## config.mk

```make
export PLATFORM = sky130hd
export DESIGN_NAME = modular_geometric_sum_core_flat
export DESIGN_NICKNAME = d
export VERILOG_FILES = /design/src/rtl/mgs_pkg.sv /design/src/rtl/mgs_if.sv /design/src/rtl/mgs_mulmod.sv /design/src/rtl/modular_geometric_sum_core.sv /design/src/flat_wrapper.sv
export SDC_FILE = /design/constraint.sdc
export NUM_CORES = 1
export LEC_CHECK = 0
export ABC_CLOCK_PERIOD_IN_PS = 9200
export BUFFER_PORTS_ARGS = -buffer_cell sky130_fd_sc_hd__buf_2
export CAP_MARGIN = 40
export CORE_MARGIN = 2
export CORE_UTILIZATION = 30
export CTS_CLUSTER_DIAMETER = 150
export CTS_CLUSTER_SIZE = 14
export DETAILED_ROUTE_END_ITERATION = 8
export SLEW_MARGIN = 10
export SYNTH_ARGS = -nofsm -noshare
export SYNTH_HDL_FRONTEND = slang
export SYNTH_HIERARCHICAL = 1
export SYNTH_SLANG_ARGS = --single-unit
```

## constraint.sdc

```tcl
create_clock -name i_clk -period 9.2 [get_ports i_clk]
set_input_delay 0.46 -clock i_clk [delete_from_list [all_inputs] [get_ports i_clk]]
set_output_delay 0.46 -clock i_clk [all_outputs]
set_load 0.01 [all_outputs]
```

## src/rtl/mgs_pkg.sv

```systemverilog
package mgs_pkg;

    localparam int DATA_WIDTH  = 32;
    localparam int COUNT_WIDTH = 48;

    typedef enum logic [2:0] {
        ST_IDLE,
        ST_REDUCE,
        ST_MUL_SP,
        ST_MUL_PP,
        ST_MUL_PB,
        ST_OUTPUT
    } t_state;

endpackage

```

## src/rtl/mgs_if.sv

```systemverilog
interface mgs_in_if #(
    parameter int DATA_WIDTH  = mgs_pkg::DATA_WIDTH,
    parameter int COUNT_WIDTH = mgs_pkg::COUNT_WIDTH
);
    logic                   valid;
    logic                   ready;
    logic [DATA_WIDTH-1:0]  base;
    logic [COUNT_WIDTH-1:0] term_count;
    logic [DATA_WIDTH-1:0]  modulus;

    modport source (output valid, output base, output term_count, output modulus, input ready);
    modport sink   (input valid, input base, input term_count, input modulus, output ready);
endinterface

interface mgs_out_if #(
    parameter int DATA_WIDTH = mgs_pkg::DATA_WIDTH
);
    logic                  valid;
    logic                  ready;
    logic [DATA_WIDTH-1:0] sum_mod;

    modport source (output valid, output sum_mod, input ready);
    modport sink   (input valid, input sum_mod, output ready);
endinterface

```

## src/rtl/mgs_mulmod.sv

```systemverilog
module mgs_mulmod #(
    parameter int DATA_WIDTH = mgs_pkg::DATA_WIDTH
) (
    input  logic                  i_clk,
    input  logic                  i_rst_n,
    input  logic                  i_start,
    input  logic [DATA_WIDTH-1:0] i_x,
    input  logic [DATA_WIDTH-1:0] i_y,
    input  logic [DATA_WIDTH-1:0] i_mod,
    output logic                  o_done,
    output logic [DATA_WIDTH-1:0] o_result
);

    localparam int CntW = (DATA_WIDTH > 1) ? $clog2(DATA_WIDTH) : 1;

    logic                  r_busy, n_busy;
    logic                  r_done, n_done;
    logic [CntW-1:0]       r_cnt, n_cnt;
    logic [DATA_WIDTH-1:0] r_acc, n_acc;
    logic [DATA_WIDTH-1:0] r_x, n_x;
    logic [DATA_WIDTH-1:0] r_y, n_y;

    logic [DATA_WIDTH:0]   w_mod_ext;
    logic [DATA_WIDTH:0]   w_dbl;
    logic [DATA_WIDTH:0]   w_dbl_red;
    logic [DATA_WIDTH:0]   w_add;
    logic [DATA_WIDTH:0]   w_add_red;

    // One step of the shift-and-add product: acc = (2 * acc + bit * x) mod m.
    always_comb begin
        w_mod_ext = {1'b0, i_mod};
        w_dbl     = {r_acc, 1'b0};
        w_dbl_red = (w_dbl >= w_mod_ext) ? (w_dbl - w_mod_ext) : w_dbl;
        w_add     = {1'b0, w_dbl_red[DATA_WIDTH-1:0]}
                  + (r_y[DATA_WIDTH-1] ? {1'b0, r_x} : '0);
        w_add_red = (w_add >= w_mod_ext) ? (w_add - w_mod_ext) : w_add;
    end

    always_comb begin
        n_busy = r_busy;
        n_done = 1'b0;
        n_cnt  = r_cnt;
        n_acc  = r_acc;
        n_x    = r_x;
        n_y    = r_y;
        if (i_start) begin
            n_busy = 1'b1;
            n_cnt  = CntW'(DATA_WIDTH - 1);
            n_acc  = '0;
            n_x    = i_x;
            n_y    = i_y;
        end else if (r_busy) begin
            n_acc = w_add_red[DATA_WIDTH-1:0];
            n_y   = {r_y[DATA_WIDTH-2:0], 1'b0};
            n_cnt = r_cnt - 1'b1;
            if (r_cnt == '0) begin
                n_busy = 1'b0;
                n_done = 1'b1;
            end
        end
    end

    always_ff @(posedge i_clk) begin
        if (!i_rst_n) begin
            r_busy <= 1'b0;
            r_done <= 1'b0;
            r_cnt  <= '0;
        end else begin
            r_busy <= n_busy;
            r_done <= n_done;
            r_cnt  <= n_cnt;
        end
    end

    always_ff @(posedge i_clk) begin
        r_acc <= n_acc;
        r_x   <= n_x;
        r_y   <= n_y;
    end

    assign o_done   = r_done;
    assign o_result = r_acc;

endmodule

```

## src/rtl/modular_geometric_sum_core.sv

```systemverilog
// Each item runs as a chain of modular products on the shared modular multiplier: one reduction
// of the base, then per bit of term_count a sum and a square step, plus a base step per one bit;
// the multiplier resolves one multiplier bit per cycle.
// Throughput: one item at a time; the input is not ready until the result transfer completes.
// A zero modulus offers its result in the cycle after the input transfer.
// Reset is synchronous and active low; it returns the sequencer to idle with no result pending.
module modular_geometric_sum_core #(
    parameter int DATA_WIDTH  = mgs_pkg::DATA_WIDTH,
    parameter int COUNT_WIDTH = mgs_pkg::COUNT_WIDTH
) (
    input  logic      i_clk,
    input  logic      i_rst_n,
    mgs_in_if.sink    i_in,
    mgs_out_if.source o_out
);

    localparam int IdxW = (COUNT_WIDTH > 1) ? $clog2(COUNT_WIDTH) : 1;

    mgs_pkg::t_state r_state, n_state;

    logic [DATA_WIDTH-1:0]  r_base, n_base;
    logic [COUNT_WIDTH-1:0] r_count, n_count;
    logic [DATA_WIDTH-1:0]  r_mod, n_mod;
    logic [DATA_WIDTH-1:0]  r_sum, n_sum;
    logic [DATA_WIDTH-1:0]  r_pw, n_pw;
    logic [IdxW-1:0]        r_idx, n_idx;

    logic                   w_mul_start;
    logic [DATA_WIDTH-1:0]  w_mul_x;
    logic [DATA_WIDTH-1:0]  w_mul_y;
    logic                   w_mul_done;
    logic [DATA_WIDTH-1:0]  w_mul_res;
    logic [DATA_WIDTH-1:0]  w_one_mod;
    logic [DATA_WIDTH:0]    w_add;
    logic [DATA_WIDTH-1:0]  w_sum_plus;
    logic                   w_bit;

    mgs_mulmod #(
        .DATA_WIDTH (DATA_WIDTH)
    ) u_mulmod (
        .i_clk    (i_clk),
        .i_rst_n  (i_rst_n),
        .i_start  (w_mul_start),
        .i_x      (w_mul_x),
        .i_y      (w_mul_y),
        .i_mod    (r_mod),
        .o_done   (w_mul_done),
        .o_result (w_mul_res)
    );

    always_comb begin
        w_add      = {1'b0, r_sum} + {1'b0, w_mul_res};
        w_sum_plus = (w_add >= {1'b0, r_mod}) ? w_add[DATA_WIDTH-1:0] - r_mod
                                              : w_add[DATA_WIDTH-1:0];
        w_bit      = r_count[r_idx];
        w_one_mod  = (i_in.modulus == DATA_WIDTH'(1)) ? '0 : DATA_WIDTH'(1);
    end

    always_comb begin
        n_state     = r_state;
        n_base      = r_base;
        n_count     = r_count;
        n_mod       = r_mod;
        n_sum       = r_sum;
        n_pw        = r_pw;
        n_idx       = r_idx;
        w_mul_start = 1'b0;
        w_mul_x     = r_sum;
        w_mul_y     = r_pw;
        case (r_state)
            mgs_pkg::ST_IDLE: begin
                if (i_in.valid) begin
                    n_base  = i_in.base;
                    n_count = i_in.term_count;
                    n_mod   = i_in.modulus;
                    n_sum   = '0;
                    n_pw    = w_one_mod;
                    n_idx   = IdxW'(COUNT_WIDTH - 1);
                    if (i_in.modulus == '0) begin
                        n_state = mgs_pkg::ST_OUTPUT;
                    end else begin
                        // Horner reduction of the base: (1 * base) mod m.
                        w_mul_start = 1'b1;
                        w_mul_x     = w_one_mod;
                        w_mul_y     = i_in.base;
                        n_state     = mgs_pkg::ST_REDUCE;
                    end
                end
            end
            mgs_pkg::ST_REDUCE: begin
                if (w_mul_done) begin
                    n_base      = w_mul_res;
                    w_mul_start = 1'b1;
                    w_mul_x     = r_sum;
                    w_mul_y     = r_pw;
                    n_state     = mgs_pkg::ST_MUL_SP;
                end
            end
            mgs_pkg::ST_MUL_SP: begin
                if (w_mul_done) begin
                    n_sum       = w_sum_plus;
                    w_mul_start = 1'b1;
                    w_mul_x     = r_pw;
                    w_mul_y     = r_pw;
                    n_state     = mgs_pkg::ST_MUL_PP;
                end
            end
            mgs_pkg::ST_MUL_PP: begin
                if (w_mul_done) begin
                    n_pw = w_mul_res;
                    if (w_bit) begin
                        n_sum       = w_sum_plus;
                        w_mul_start = 1'b1;
                        w_mul_x     = w_mul_res;
                        w_mul_y     = r_base;
                        n_state     = mgs_pkg::ST_MUL_PB;
                    end else if (r_idx == '0) begin
                        n_state = mgs_pkg::ST_OUTPUT;
                    end else begin
                        n_idx       = r_idx - 1'b1;
                        w_mul_start = 1'b1;
                        w_mul_x     = r_sum;
                        w_mul_y     = w_mul_res;
                        n_state     = mgs_pkg::ST_MUL_SP;
                    end
                end
            end
            mgs_pkg::ST_MUL_PB: begin
                if (w_mul_done) begin
                    n_pw = w_mul_res;
                    if (r_idx == '0) begin
                        n_state = mgs_pkg::ST_OUTPUT;
                    end else begin
                        n_idx       = r_idx - 1'b1;
                        w_mul_start = 1'b1;
                        w_mul_x     = r_sum;
                        w_mul_y     = w_mul_res;
                        n_state     = mgs_pkg::ST_MUL_SP;
                    end
                end
            end
            mgs_pkg::ST_OUTPUT: begin
                if (o_out.ready) begin
                    n_state = mgs_pkg::ST_IDLE;
                end
            end
            default: begin
                n_state = mgs_pkg::ST_IDLE;
            end
        endcase
    end

    always_ff @(posedge i_clk) begin
        if (!i_rst_n) begin
            r_state <= mgs_pkg::ST_IDLE;
        end else begin
            r_state <= n_state;
        end
    end

    always_ff @(posedge i_clk) begin
        r_base  <= n_base;
        r_count <= n_count;
        r_mod   <= n_mod;
        r_sum   <= n_sum;
        r_pw    <= n_pw;
        r_idx   <= n_idx;
    end

    assign i_in.ready    = (r_state == mgs_pkg::ST_IDLE);
    assign o_out.valid   = (r_state == mgs_pkg::ST_OUTPUT);
    assign o_out.sum_mod = r_sum;

endmodule

```

## src/flat_wrapper.sv

```systemverilog
// flat-port wrapper written by rule: the top's interface ports become plain ports
module modular_geometric_sum_core_flat 
#(
    parameter int DATA_WIDTH  = mgs_pkg::DATA_WIDTH,
    parameter int COUNT_WIDTH = mgs_pkg::COUNT_WIDTH
)
  (i_clk, i_rst_n, i_in_valid, i_in_base, i_in_term_count, i_in_modulus, i_in_ready, o_out_valid, o_out_sum_mod, o_out_ready);
  mgs_in_if #(.DATA_WIDTH(DATA_WIDTH), .COUNT_WIDTH(COUNT_WIDTH)) i_in_i ();
  mgs_out_if #(.DATA_WIDTH(DATA_WIDTH)) o_out_i ();
  input  logic i_clk;
  input  logic i_rst_n;
  input wire logic [$bits(i_in_i.valid)-1:0] i_in_valid;
  input wire logic [$bits(i_in_i.base)-1:0] i_in_base;
  input wire logic [$bits(i_in_i.term_count)-1:0] i_in_term_count;
  input wire logic [$bits(i_in_i.modulus)-1:0] i_in_modulus;
  output wire logic [$bits(i_in_i.ready)-1:0] i_in_ready;
  output wire logic [$bits(o_out_i.valid)-1:0] o_out_valid;
  output wire logic [$bits(o_out_i.sum_mod)-1:0] o_out_sum_mod;
  input wire logic [$bits(o_out_i.ready)-1:0] o_out_ready;
  assign i_in_i.valid = i_in_valid;
  assign i_in_i.base = i_in_base;
  assign i_in_i.term_count = i_in_term_count;
  assign i_in_i.modulus = i_in_modulus;
  assign i_in_ready = i_in_i.ready;
  assign o_out_valid = o_out_i.valid;
  assign o_out_sum_mod = o_out_i.sum_mod;
  assign o_out_i.ready = o_out_ready;
  modular_geometric_sum_core #(.DATA_WIDTH(DATA_WIDTH), .COUNT_WIDTH(COUNT_WIDTH)) u_core (.i_clk(i_clk), .i_rst_n(i_rst_n), .i_in(i_in_i), .o_out(o_out_i));
endmodule
```

### After elaboration in Yosys (flattened, before gate mapping)

Index checks and enable logic that the tools add are counted.

* logic and storage cells: 121
* input port bits: 116
* flip-flop bits (word level): 288
* output and inout port bits: 34

* bitwise logic cells: 2
* order comparisons: 4
* reductions and logical operators: 18
* add/sub/neg operators: 7
* mux-type cells: 62
* equal/unequal tests: 15

Operators with widths (number)
* 32-bit 2-to-1 mux: 24
* 32-bit case mux with 3 select lines: 3
* 32-bit case mux with 2 select lines: 2
* 33-bit by 32-bit greater-or-equal comparator with 1-bit output: 3
* 32-bit subtractor: 3
* 32-bit by 32-bit adder with 33-bit output: 2
* 32-bit by 1-bit == test with 1-bit output, second input constant: 1
* 32-bit logical NOT: 1
* 6-bit 2-to-1 mux: 5
* 3-bit 2-to-1 mux: 9
* 3-bit case mux with 6 select lines: 1
* 6-bit case mux with 3 select lines: 1
* 1-bit 2-to-1 mux: 13
* 2-bit != test, second input constant: 6
* 5-bit 2-to-1 mux: 2
* 5-bit AND reduction: 2
* 6-bit by 7-bit < comparator with 1-bit output, second input constant: 1
* 1-bit binary-select mux with 6-bit select: 1
* 3-bit by 2-bit == test with 1-bit output, second input constant: 2
* 3-bit == test, second input constant: 2
* 6-bit logical NOT: 1
* 2-bit by 1-bit != test with 1-bit output, second input constant: 3
* 3-bit AND reduction: 2
* 6-bit AND reduction: 1
* 12 further kinds: 17

### Logic depth before layout (Yosys ltp)

Gate-level depths: netlist (run 1).

* depth in word-level cells: 6
* mapped depth: 36
* gate-level depth less buffers: 31

### Cells and area by module

The synthesis (run 1) kept the hierarchy.

By module, submodules not included
* modular_geometric_sum_core: cells an instance 1380, times used 1, sequential area each 5525.3 µm², area each 13440.4 µm²
* mgs_mulmod: cells an instance 1122, times used 1, sequential area each 2702.6 µm², area each 9814.4 µm²

### Worst setup path before layout (run 1)

No wires, ideal clock.

* path kind: reg2reg
* start: reg u_core.r_mod[5]
* end: reg u_core.u_mulmod.r_acc[21], in the netlist u_core/u_mulmod/o_result[21]
* library setup time: 150 ps
* data required time: 9050 ps
* slack: 2282 ps
* period minus slack after synthesis: 6918 ps
* data arrival time: 6768 ps
* stages on the path, launching flop included: 34
* buffers on the path: 4
* path through: edfxtp_1 > inv_1 > ha_1 > or2_1 > o21ai_0 > o22ai_1 > a211o_1 > a21oi_2 > o21ai_1 > a31oi_1 > a22o_2 > buf_4 > mux2_2 > fa_1 > a211oi_2 > o21ai_2 > o2111a_1 > o31a_1 > or2_1 > a211oi_1 > xnor2_1 > ha_1 > clkbuf_1 > a21oi_1 > o21ai_0 > a21oi_1 > o21ai_0 > nand2_1 > nand2_1 > a221o_1 > buf_6 > buf_2 > o31ai_1 > a311oi_1

* longest elaborated chain between the ends: 5
* elaborated cells between the ends (all ways): 7

RTL lines
* from (decl): line modular_geometric_sum_core.sv:23 `logic [DATA_WIDTH-1:0] r_mod, n_mod;`
* from (signal assigned): line modular_geometric_sum_core.sv:164 `r_mod <= n_mod;`
* 32-bit subtractor / 33-bit by 32-bit greater-or-equal comparator with 1-bit output (equally long branches): line mgs_mulmod.sv:33 `w_dbl_red = (w_dbl >= w_mod_ext) ? (w_dbl - w_mod_ext) : w_dbl;`
* 32-bit 2-to-1 mux: line mgs_mulmod.sv:33
* 32-bit by 32-bit adder with 33-bit output: line mgs_mulmod.sv:35 `+ (r_y[DATA_WIDTH-1] ? {1'b0, r_x} : '0);`
* 32-bit subtractor / 33-bit by 32-bit greater-or-equal comparator with 1-bit output (equally long branches): line mgs_mulmod.sv:36 `w_add_red = (w_add >= w_mod_ext) ? (w_add - w_mod_ext) : w_add;`
* 32-bit 2-to-1 mux *: line mgs_mulmod.sv:36
* to (signal assigned): line mgs_mulmod.sv:76 `r_acc <= n_acc;`
* to (decl): line mgs_mulmod.sv:19 `logic [DATA_WIDTH-1:0] r_acc, n_acc;`

Every way passes the cells marked *; elsewhere a longest branch is shown, timed or not.
A chain may end at the register's enable or synchronous reset.

### Worst setup path in the final report (run 1)

* start: reg u_core.u_mulmod.r_acc[4], in the netlist u_core/u_mulmod/o_result[4]
* end: reg u_core.u_mulmod.r_acc[0], in the netlist u_core/u_mulmod/o_result[0]

* longest elaborated chain between the ends: 5
* elaborated cells between the ends (all ways): 7

RTL lines (line)
* 33-bit by 32-bit greater-or-equal comparator with 1-bit output / 32-bit subtractor (equally long branches): mgs_mulmod.sv:33
* 32-bit 2-to-1 mux *: mgs_mulmod.sv:33
* 32-bit by 32-bit adder with 33-bit output *: mgs_mulmod.sv:35
* 32-bit subtractor / 33-bit by 32-bit greater-or-equal comparator with 1-bit output (equally long branches): mgs_mulmod.sv:36
* 32-bit 2-to-1 mux *: mgs_mulmod.sv:36

Marks and branches as above.

==> flow_metrics.tcl, run 1 <==
set metrics [dict create \
    num_rows 102 \
    gp_congestion 0.944 \
    yosys_warnings 6 \
    post-place-ws_ps 1030 \
    hold_path_class "in -> reg" \
    ys.flop_type "edfxtp_1" \
    crit_path_start_kind "flop" \
    synth_edf_count 246 \
    hpwl_mm 60.6 \
    whs_path_depth 1 \
    path_class "reg -> reg" \
    placed_area_um2 25400 \
    cts_hold_buffers 0 \
    critPathRequiredTime_ps 9690 \
    initial_core_util_pct 30.2 \
    final_common_cell "edfxtp_1" \
    grt.total_usage_pct 19.4 \
    pin_count 150 \
    whs_ps 67.5 \
    portBuffers 149 \
    syn-num-nets 2786 \
    syn_inst 2502 \
    setup_viol 0 \
    synth.avg_cell_area_um2 9.29 \
    die_w_um 282 \
    rsz0062_at_grt "no" \
    ys_async_sr_fraction_pct 0 \
    final_cell_area_um2 26100 \
    tns_ps 0 \
    vias 20800 \
    firstDrtPassIters 6 \
    die_h_um 282 \
    whs_endpoint "u_core/r_count[1]" \
    core-area_um2 77100 \
    rr_startpoint "u_core/u_mulmod/o_result[4]" \
    drt_wl_total_mm 80.1 \
    clkTransAtPathRegs_ps 90 \
    viasPerCell 5.66 \
    synth-seq-area-share_pct 35.4 \
    cp.arrival_ps 8780 \
    reg2regPathDepth 30 \
    critical_path.max_stage_delay_ps 510 \
    ant_nets 0 \
    hold_viol_final 0 \
    drc_errors 0 \
    crit_path_top_delay_cell "dfxtp_1" \
    fmax_ghz 0.121 \
    clock_skew_ps 23.0 \
    final_nets 2895 \
    period_needed_ps 8290 \
    n_fill_cell 7926 \
    htreeDepth 1 \
    cts_setup_buffers 0 \
    final_max_slew_viol_count 0 \
    drt_iter0_markers 2133 \
    synthDistinctLibCells 93 \
    cts_made_buffers 24 \
    maxCapViolations 0 \
    worst_pin_slew_ps 827 \
    relSlewSlack_pct 44.8 \
    outcome "finished clean" \
    drive_gt1_share_pct 15.2 \
    cp-end-kind "flop" \
    layout_setup_ws_ps 914 \
    die-area_um2 79800 \
    crit_fanout 29 \
    grt_max_degree 93 \
    r2r_slack_ps 910 \
    antenna_found_initial 2 \
    post_cts_resized 0 \
    grt_pass1_vias 19200 \
    tritoncts "done" \
    clkLatencyLatePin_ps 580 \
    grt_pass1_wl_mm 118 \
    gr-total-overflow 0 \
    yosys_register_bits 288 \
    worstHoldStart "i_in_term_count[1]" \
    netlist_area_um2 23300 \
    clock-root-buffer "clkbuf_16" \
    wl_per_cell_um 21.8 \
    cts_sinks 288 \
    clockBufferDepth 3 \
    fin_crit_sh_pct 90.1 \
    syn_to_final_growth_pct 12.2 \
    final_cell_mix "edfxtp_1, a21oi_1, nand2_1" \
    r2r-end "u_core/u_mulmod/o_result[0]" \
]
==> how the worst max path moves through the flow <==
stage	startpoint	end	slack (ps)	cells past startpoint
after floorplan	u_core/r_mod[5]	u_core/u_mulmod/o_result[21]	2280	33
after global placement	u_core/u_mulmod/o_result[4]	u_core/u_mulmod/o_result[22]	1190	29
after detailed placement	u_core/u_mulmod/o_result[4]	u_core/u_mulmod/o_result[0]	1030	30
after CTS	u_core/u_mulmod/o_result[4]	u_core/u_mulmod/o_result[0]	1000	30
after global routing	u_core/u_mulmod/o_result[4]	u_core/u_mulmod/o_result[0]	400	30
final	u_core/u_mulmod/o_result[4]	u_core/u_mulmod/o_result[0]	910	30
==> Yosys cell counts (16+ instances only) <==
| master | count | share of area (%) |
|---|---|---|
| edfxtp_1 | 246 | 32 |
| a21oi_1 | 234 | 5.0 |
| nand2_1 | 187 | 3.0 |
| nor2_1 | 186 | 3.0 |
| ha_1 | 163 | 8.8 |
| o21ai_0 | 162 | 3.5 |
| inv_1 | 106 | 1.7 |
| mux2_2 | 94 | 4.6 |
| clkbuf_1 | 91 | 1.5 |
| and2_1 | 76 | 2.0 |
| a21o_1 | 73 | 2.4 |
| xnor2_1 | 72 | 2.7 |
| mux2i_1 | 56 | 2.4 |
| nand3_1 | 50 | 1.1 |
| nor3_1 | 45 | 0.97 |
| xor2_1 | 45 | 1.7 |
| dfxtp_1 | 42 | 3.6 |
| o22ai_1 | 37 | 1.0 |
| a221oi_1 | 35 | 1.3 |
| a221o_1 | 33 | 1.4 |
| nand2b_1 | 30 | 0.81 |
| and3_1 | 27 | 0.73 |
| a211oi_1 | 26 | 0.84 |
| nand4_1 | 22 | 0.59 |
| nor2b_1 | 21 | 0.56 |
| o21a_1 | 21 | 0.68 |
| a31oi_1 | 18 | 0.48 |
| nor4_1 | 17 | 0.46 |
| o211ai_1 | 16 | 0.52 |
| o21bai_1 | 16 | 0.52 |
==> sequential cells by signal, summed over array words and instances, names as in the netlist <==
name,cells
u_core/r_count,48
u_core/o_out.sum_mod,32
u_core/r_base,32
u_core/r_mod,32
u_core/r_pw,32
u_core/u_mulmod/o_result,32
u_core/u_mulmod/r_x,32
u_core/u_mulmod/r_y,32
u_core/r_idx,6
u_core/u_mulmod/r_cnt,5
u_core/r_state,3
u_core/u_mulmod/o_done,1
u_core/u_mulmod/r_busy,1
==> metal layers <==
metal	up-vias	wire length, um	track usage (%)
li1	9695	-	-
met1	10000	35400	27.4
met2	917	35300	30.0
met3	138	6380	2.83
met4	0	2910	6.95
met5	-	0	0
==> critical path: cells and delay by family, from the launching register on <==
family | cells | cell delay, ps
compound gates | 16 | 3920
simple gates | 8 | 1700
fa+ha+maj | 3 | 1170
flops | 1 | 510
mux | 1 | 430
buf+inv | 1 | 360
xor+xnor | 1 | 140
==> through the flow <==
stage                     util [%]  std cells
after floorplan                  -       2502
after global placement        32.7       3616
after detailed placement      32.9       3625
after CTS                     33.9       3669
after global routing          33.9       3670
final                         33.9       3671
==> cell type report <==
| class | instances | area (um2) | area share (%) |
|---|---|---|---|
| sequential | 288 | 8230 | 31.5 |
| timing repair buffer | 206 | 1310 | 5.01 |
| antenna | 2 | 5.00 | 0.0192 |
| multi-input combinational | 1984 | 14200 | 54.2 |
| clock buffer | 43 | 693 | 2.66 |
| inverter | 107 | 402 | 1.54 |
| tap | 1040 | 1300 | 4.99 |
| clock inverter | 1 | 8.76 | 0.0336 |
==> cell families (layout without fill, tap and decap cells) <==
family / Yosys count / count (layout) / share of synthesized area [%]
compound gates: 816 / 816 / 23.5
xor+xnor: 117 / 117 / 4.41
fa+ha+maj: 168 / 168 / 9.20
buf+inv: 230 / 357 / 4.10
flops: 288 / 288 / 35.4
mux: 165 / 165 / 8.37
other cells: 0 / 2 / 0
simple gates: 718 / 718 / 15.1
Power of run 1 is left out: the tool's default activity adds up to more than one toggle a clock period on the data nets, which glitch-free logic cannot reach.
==> run 2, diff against run 1 <==
Settings changed: CELL_PAD_IN_SITES_DETAIL_PLACEMENT from default to 1, CELL_PAD_IN_SITES_GLOBAL_PLACEMENT from default to 1, PLACE_DENSITY_LB_ADDON from default to 0.1.
==> run 2 against run 1 <==
Critical path depth increased by 2. Cell area increased by 0.30%. Wire length increased by 17%.
==> flow_metrics.tcl, run 2 (synthesized netlist as in run 1, its figures left out) <==
set metrics [dict create \
    cp-startpoint "u_core/r_mod[5]" \
    die_w_um 282 \
    cts_setup_buffers 0 \
    tritoncts "done" \
    worst_pin_slew_ps 873 \
    cp_top_family "compound AO/OA/AOI/OAI gates" \
    path_class "reg -> reg" \
    n_fill_cell 8940 \
    fin_crit_sh_pct 91.0 \
    grt_pass1_vias 20900 \
    cts_made_buffers 24 \
    period_needed_ps 8370 \
    cts_hold_buffers 0 \
    firstDrtPassIters 5 \
    worstHoldStart "i_in_term_count[3]" \
    gp_congestion 0.908 \
    cp.arrival_ps 8860 \
    rsz0062_at_grt "no" \
    grt_pass1_wl_mm 138 \
    initial_core_util_pct 30.2 \
    die-area_um2 79800 \
    tns_ps 0 \
    drc_errors 0 \
    cp_num_buf_inv 3 \
    hold_viol_final 0 \
    final_common_cell "edfxtp_1" \
    grt.total_usage_pct 23.0 \
    clock-root-buffer "clkbuf_16" \
    largest_register "u_core/r_count" \
    drive_gt1_share_pct 15.6 \
    ant_nets 0 \
    hold_path_class "in -> reg" \
    rr_startpoint "u_core/r_mod[5]" \
    r2r-end "u_core/u_mulmod/o_result[0]" \
    htreeDepth 1 \
    syn_to_final_growth_pct 12.6 \
    crit_fanout 25 \
    crit_path_start_kind "flop" \
    critPathRequiredTime_ps 9690 \
    drt_iter0_markers 1351 \
    hpwl_mm 72.9 \
    setup_viol 0 \
    cts_sinks 288 \
    clockBufferDepth 3 \
    drt_wl_total_mm 93.4 \
    cp-end-kind "flop" \
    relSlewSlack_pct 41.8 \
    pin_count 150 \
    final_max_slew_viol_count 0 \
    die_h_um 282 \
    core-area_um2 77100 \
    outcome "finished clean" \
    largest_reg_flops 48 \
    clkLatencyLatePin_ps 580 \
    whs_path_depth 1 \
    critical_path.max_stage_delay_ps 520 \
    final_cell_mix "edfxtp_1, a21oi_1, nand2_1" \
    clock_skew_ps 26.0 \
    clkTransAtPathRegs_ps 80 \
    vias 20800 \
    post_cts_resized 0 \
    crit_path_top_delay_cell "ha_1" \
    portBuffers 149 \
    whs_endpoint "u_core/r_count[3]" \
    viasPerCell 5.64 \
    antenna_found_initial 2 \
    worst-path-stages 32 \
    grt_max_degree 94 \
    r2r_slack_ps 830 \
    fmax_ghz 0.119 \
    gr-total-overflow 0 \
    num_rows 102 \
    reg2regPathDepth 32 \
    final_nets 2905 \
    wl_per_cell_um 25.4 \
    maxCapViolations 0 \
]
[run 2: per-stage QoR]
stage / area (um2) / util [%] / cells / setup slack [ps] / hold WS, ps
after CTS: 26200 / 34.0 / 3679 / 891 / 29.2
after detailed placement: 25500 / 33.0 / 3635 / 929 / 537
final: 26200 / 34.0 / 3680 / 829 / 64.9
after global placement: 25300 / 32.8 / 3625 / 1170 / 530
after global routing: 26200 / 34.0 / 3679 / 274 / 39.9
after floorplan: 23300 / - / 2502 / 2280 / 495
[run 2: routing by layer]
| metal | up-vias | global-route usage, % | wire length (um) |
|---|---|---|---|
| met1 | 10600 | 34.5 | 46700 |
| met5 | - | 0 | 15 |
| met4 | 2 | 4.82 | 1750 |
| met2 | 424 | 35.9 | 41400 |
| li1 | 9687 | - | - |
| met3 | 74 | 1.75 | 3540 |
[run 2: how the worst max path moves through the flow]
| stage | slack (ps) | endpoint |
|---|---|---|
| global route | 270 | u_core/u_mulmod/o_result[0] |
| floorplan | 2280 | u_core/u_mulmod/o_result[21] |
| global placement | 1170 | u_core/u_mulmod/o_result[0] |
| finish | 830 | u_core/u_mulmod/o_result[0] |
| detailed placement | 930 | u_core/u_mulmod/o_result[0] |
| CTS | 890 | u_core/u_mulmod/o_result[0] |
[run 2: worst register-to-register path: cells and delay by family, from the launching register on]
| family | cells | cell delay (ps) |
|---|---|---|
| adders and majority gates | 3 | 1180 |
| AOI/OAI and AO/OA | 16 | 4040 |
| buffers and inverters | 3 | 610 |
| xor gates and xnor gates | 1 | 140 |
| and+or+nand+nor | 8 | 1560 |
| DFF | 1 | 400 |
| muxes | 1 | 360 |
[run 2: area by class of cell]
class | count | area, um2 | share of cell area (%)
Antenna cell | 1 | 2.50 | 0.00956
Timing Repair Buffer | 216 | 1390 | 5.30
Clock inverter | 2 | 10.0 | 0.0382
Inverter | 107 | 402 | 1.53
Clock buffer | 42 | 689 | 2.63
Tap cell | 1040 | 1300 | 4.97
Multi-Input combinational cell | 1984 | 14200 | 54.1
Sequential cell | 288 | 8230 | 31.4
Power of run 2 is left out for the same reason.
==> run 3, diff against run 2 <==
Settings changed: CORE_UTILIZATION 30 to 49.
==> run 3 against run 2 <==
Count of clock-buffer cells in the layout fell by 11. Maximum frequency fell by 3.0%. Critical path depth did not move. Cell count fell by 12%. Highest routed layer unchanged. Largest cell class unchanged. Critical endpoint unchanged. Critical path type unchanged. Non-clock buffer count fell by 6. Wire length fell by 6.8%. Register-to-register slack got worse by 260 ps. First-iteration DRC count rose by 24%.
==> flow_metrics.tcl, run 3 (synthesized netlist as in run 1, its figures left out) <==
set metrics [dict create \
    clock-root-buffer "clkbuf_16" \
    gp_congestion 0.961 \
    tns_ps 0 \
    whs_path_depth 1 \
    stdcell_count 3232 \
    wl_met3_mm 7.70 \
    maxCapViolations 0 \
    crit_path_start_kind "flop" \
    highest_layer "met5" \
    gr-total-overflow 0 \
    cts_setup_buffers 0 \
    outcome "finished clean" \
    drt_wl_total_mm 87.1 \
    wl_met1_mm 38.0 \
    r2r_slack_ps 570 \
    viasPerCell 6.61 \
    cp-end-kind "flop" \
    critical_path.max_stage_delay_ps 550 \
    clock_skew_ps 16.2 \
    htreeDepth 1 \
    relSlewSlack_pct 44.7 \
    critPathRequiredTime_ps 9690 \
    crit_fanout 29 \
    fmax_ghz 0.116 \
    wl_per_cell_um 26.9 \
    cp.arrival_ps 9130 \
    num_rows 79 \
    core-area_um2 46700 \
    routed-wl-met2_mm 38.8 \
    final_nets 2899 \
    clkTransAtPathRegs_ps 80 \
    worstHoldStart "i_in_term_count[36]" \
    cts_hold_buffers 0 \
    ant_nets 0 \
    die_w_um 222 \
    crit_path_top_delay_cell "ha_1" \
    vias 21400 \
    placed_area_um2 24800 \
    grt.total_usage_pct 34.6 \
    worst_pin_slew_ps 830 \
    cts_sinks 288 \
    clockBufferDepth 3 \
    drt_iter0_markers 1669 \
    syn_to_final_growth_pct 9.60 \
    path_class "reg -> reg" \
    period_needed_ps 8630 \
    dp.cells 3196 \
    post_cts_resized 0 \
    final_cell_area_um2 25500 \
    grt_pass1_vias 21700 \
    fin_crit_sh_pct 93.8 \
    grt_pass1_wl_mm 131 \
    rr_startpoint "u_core/u_mulmod/o_result[4]" \
    setup_viol 0 \
    n_fill_cell 5340 \
    largest_reg_flops 48 \
    tritoncts "done" \
    firstDrtPassIters 5 \
    die_h_um 222 \
    pin_count 150 \
    largest_register "u_core/r_count" \
    hold_path_class "in -> reg" \
    seqCellArea_um2 8230 \
    final_cell_mix "edfxtp_1, a21oi_1, nand2_1" \
    grt_max_degree 68 \
    antenna_found_initial 7 \
    multi_input_area_um2 14200 \
    final_common_cell "edfxtp_1" \
    rsz0062_at_grt "no" \
    r2r-end "u_core/u_mulmod/o_result[0]" \
    cts_made_buffers 24 \
    reg2regPathDepth 32 \
    hold_viol_final 0 \
    utilization_pct 54.6 \
    clkLatencyLatePin_ps 590 \
    whs_endpoint "u_core/r_count[36]" \
    hpwl_mm 67.7 \
    portBuffers 149 \
    drc_errors 0 \
    initial_core_util_pct 49.8 \
    die-area_um2 49200 \
    final_max_slew_viol_count 0 \
    drive_gt1_share_pct 15.3 \
]
## run 3: layer usage
metal	track usage, %	vias to the layer above
met3	7.62	126
met1	47.7	10700
met5	0	-
met4	10.1	2
met2	54.6	837
li1	-	9697
## run 3: worst max-delay path by stage
| stage | from | to | slack [ps] |
|---|---|---|---|
| after floorplan | u_core/r_mod[5] | u_core/u_mulmod/o_result[21] | 2280 |
| after global placement | u_core/u_mulmod/o_result[4] | u_core/u_mulmod/o_result[23] | 990 |
| after detailed placement | u_core/u_mulmod/o_result[4] | u_core/u_mulmod/o_result[0] | 660 |
| after CTS | u_core/u_mulmod/o_result[4] | u_core/u_mulmod/o_result[0] | 650 |
| after global routing | u_core/r_mod[5] | u_core/u_mulmod/o_result[0] | 50 |
| final | u_core/u_mulmod/o_result[4] | u_core/u_mulmod/o_result[0] | 570 |
## run 3: metrics by stage
step	setup WS [ps]	hold slack [ps]
3_3_place_gp	985	530
4_1_cts	649	34.8
6_report	566	52.8
3_5_place_dp	663	539
5_1_grt	47.8	40.7
2_1_floorplan	2280	495
## run 3: final cells by class
class | count | area share, %
Antenna cell | 3 | 0.0295
Clock buffer | 31 | 2.46
Clock inverter | 2 | 0.152
Inverter | 107 | 1.58
Multi-Input combinational cell | 1984 | 55.5
Sequential cell | 288 | 32.3
Tap cell | 607 | 2.98
Timing Repair Buffer | 210 | 4.98
## run 3: worst max-delay path, delay by kind of cell (launching register included)
family / cells / cell delay, ps
xor+xnor: 1 / 160
fa+ha+maj: 3 / 1300
simple gates: 8 / 1530
mux: 1 / 360
compound gates: 16 / 3930
flops: 1 / 310
buf+inv: 3 / 910
Power of run 3 is left out for the same reason.
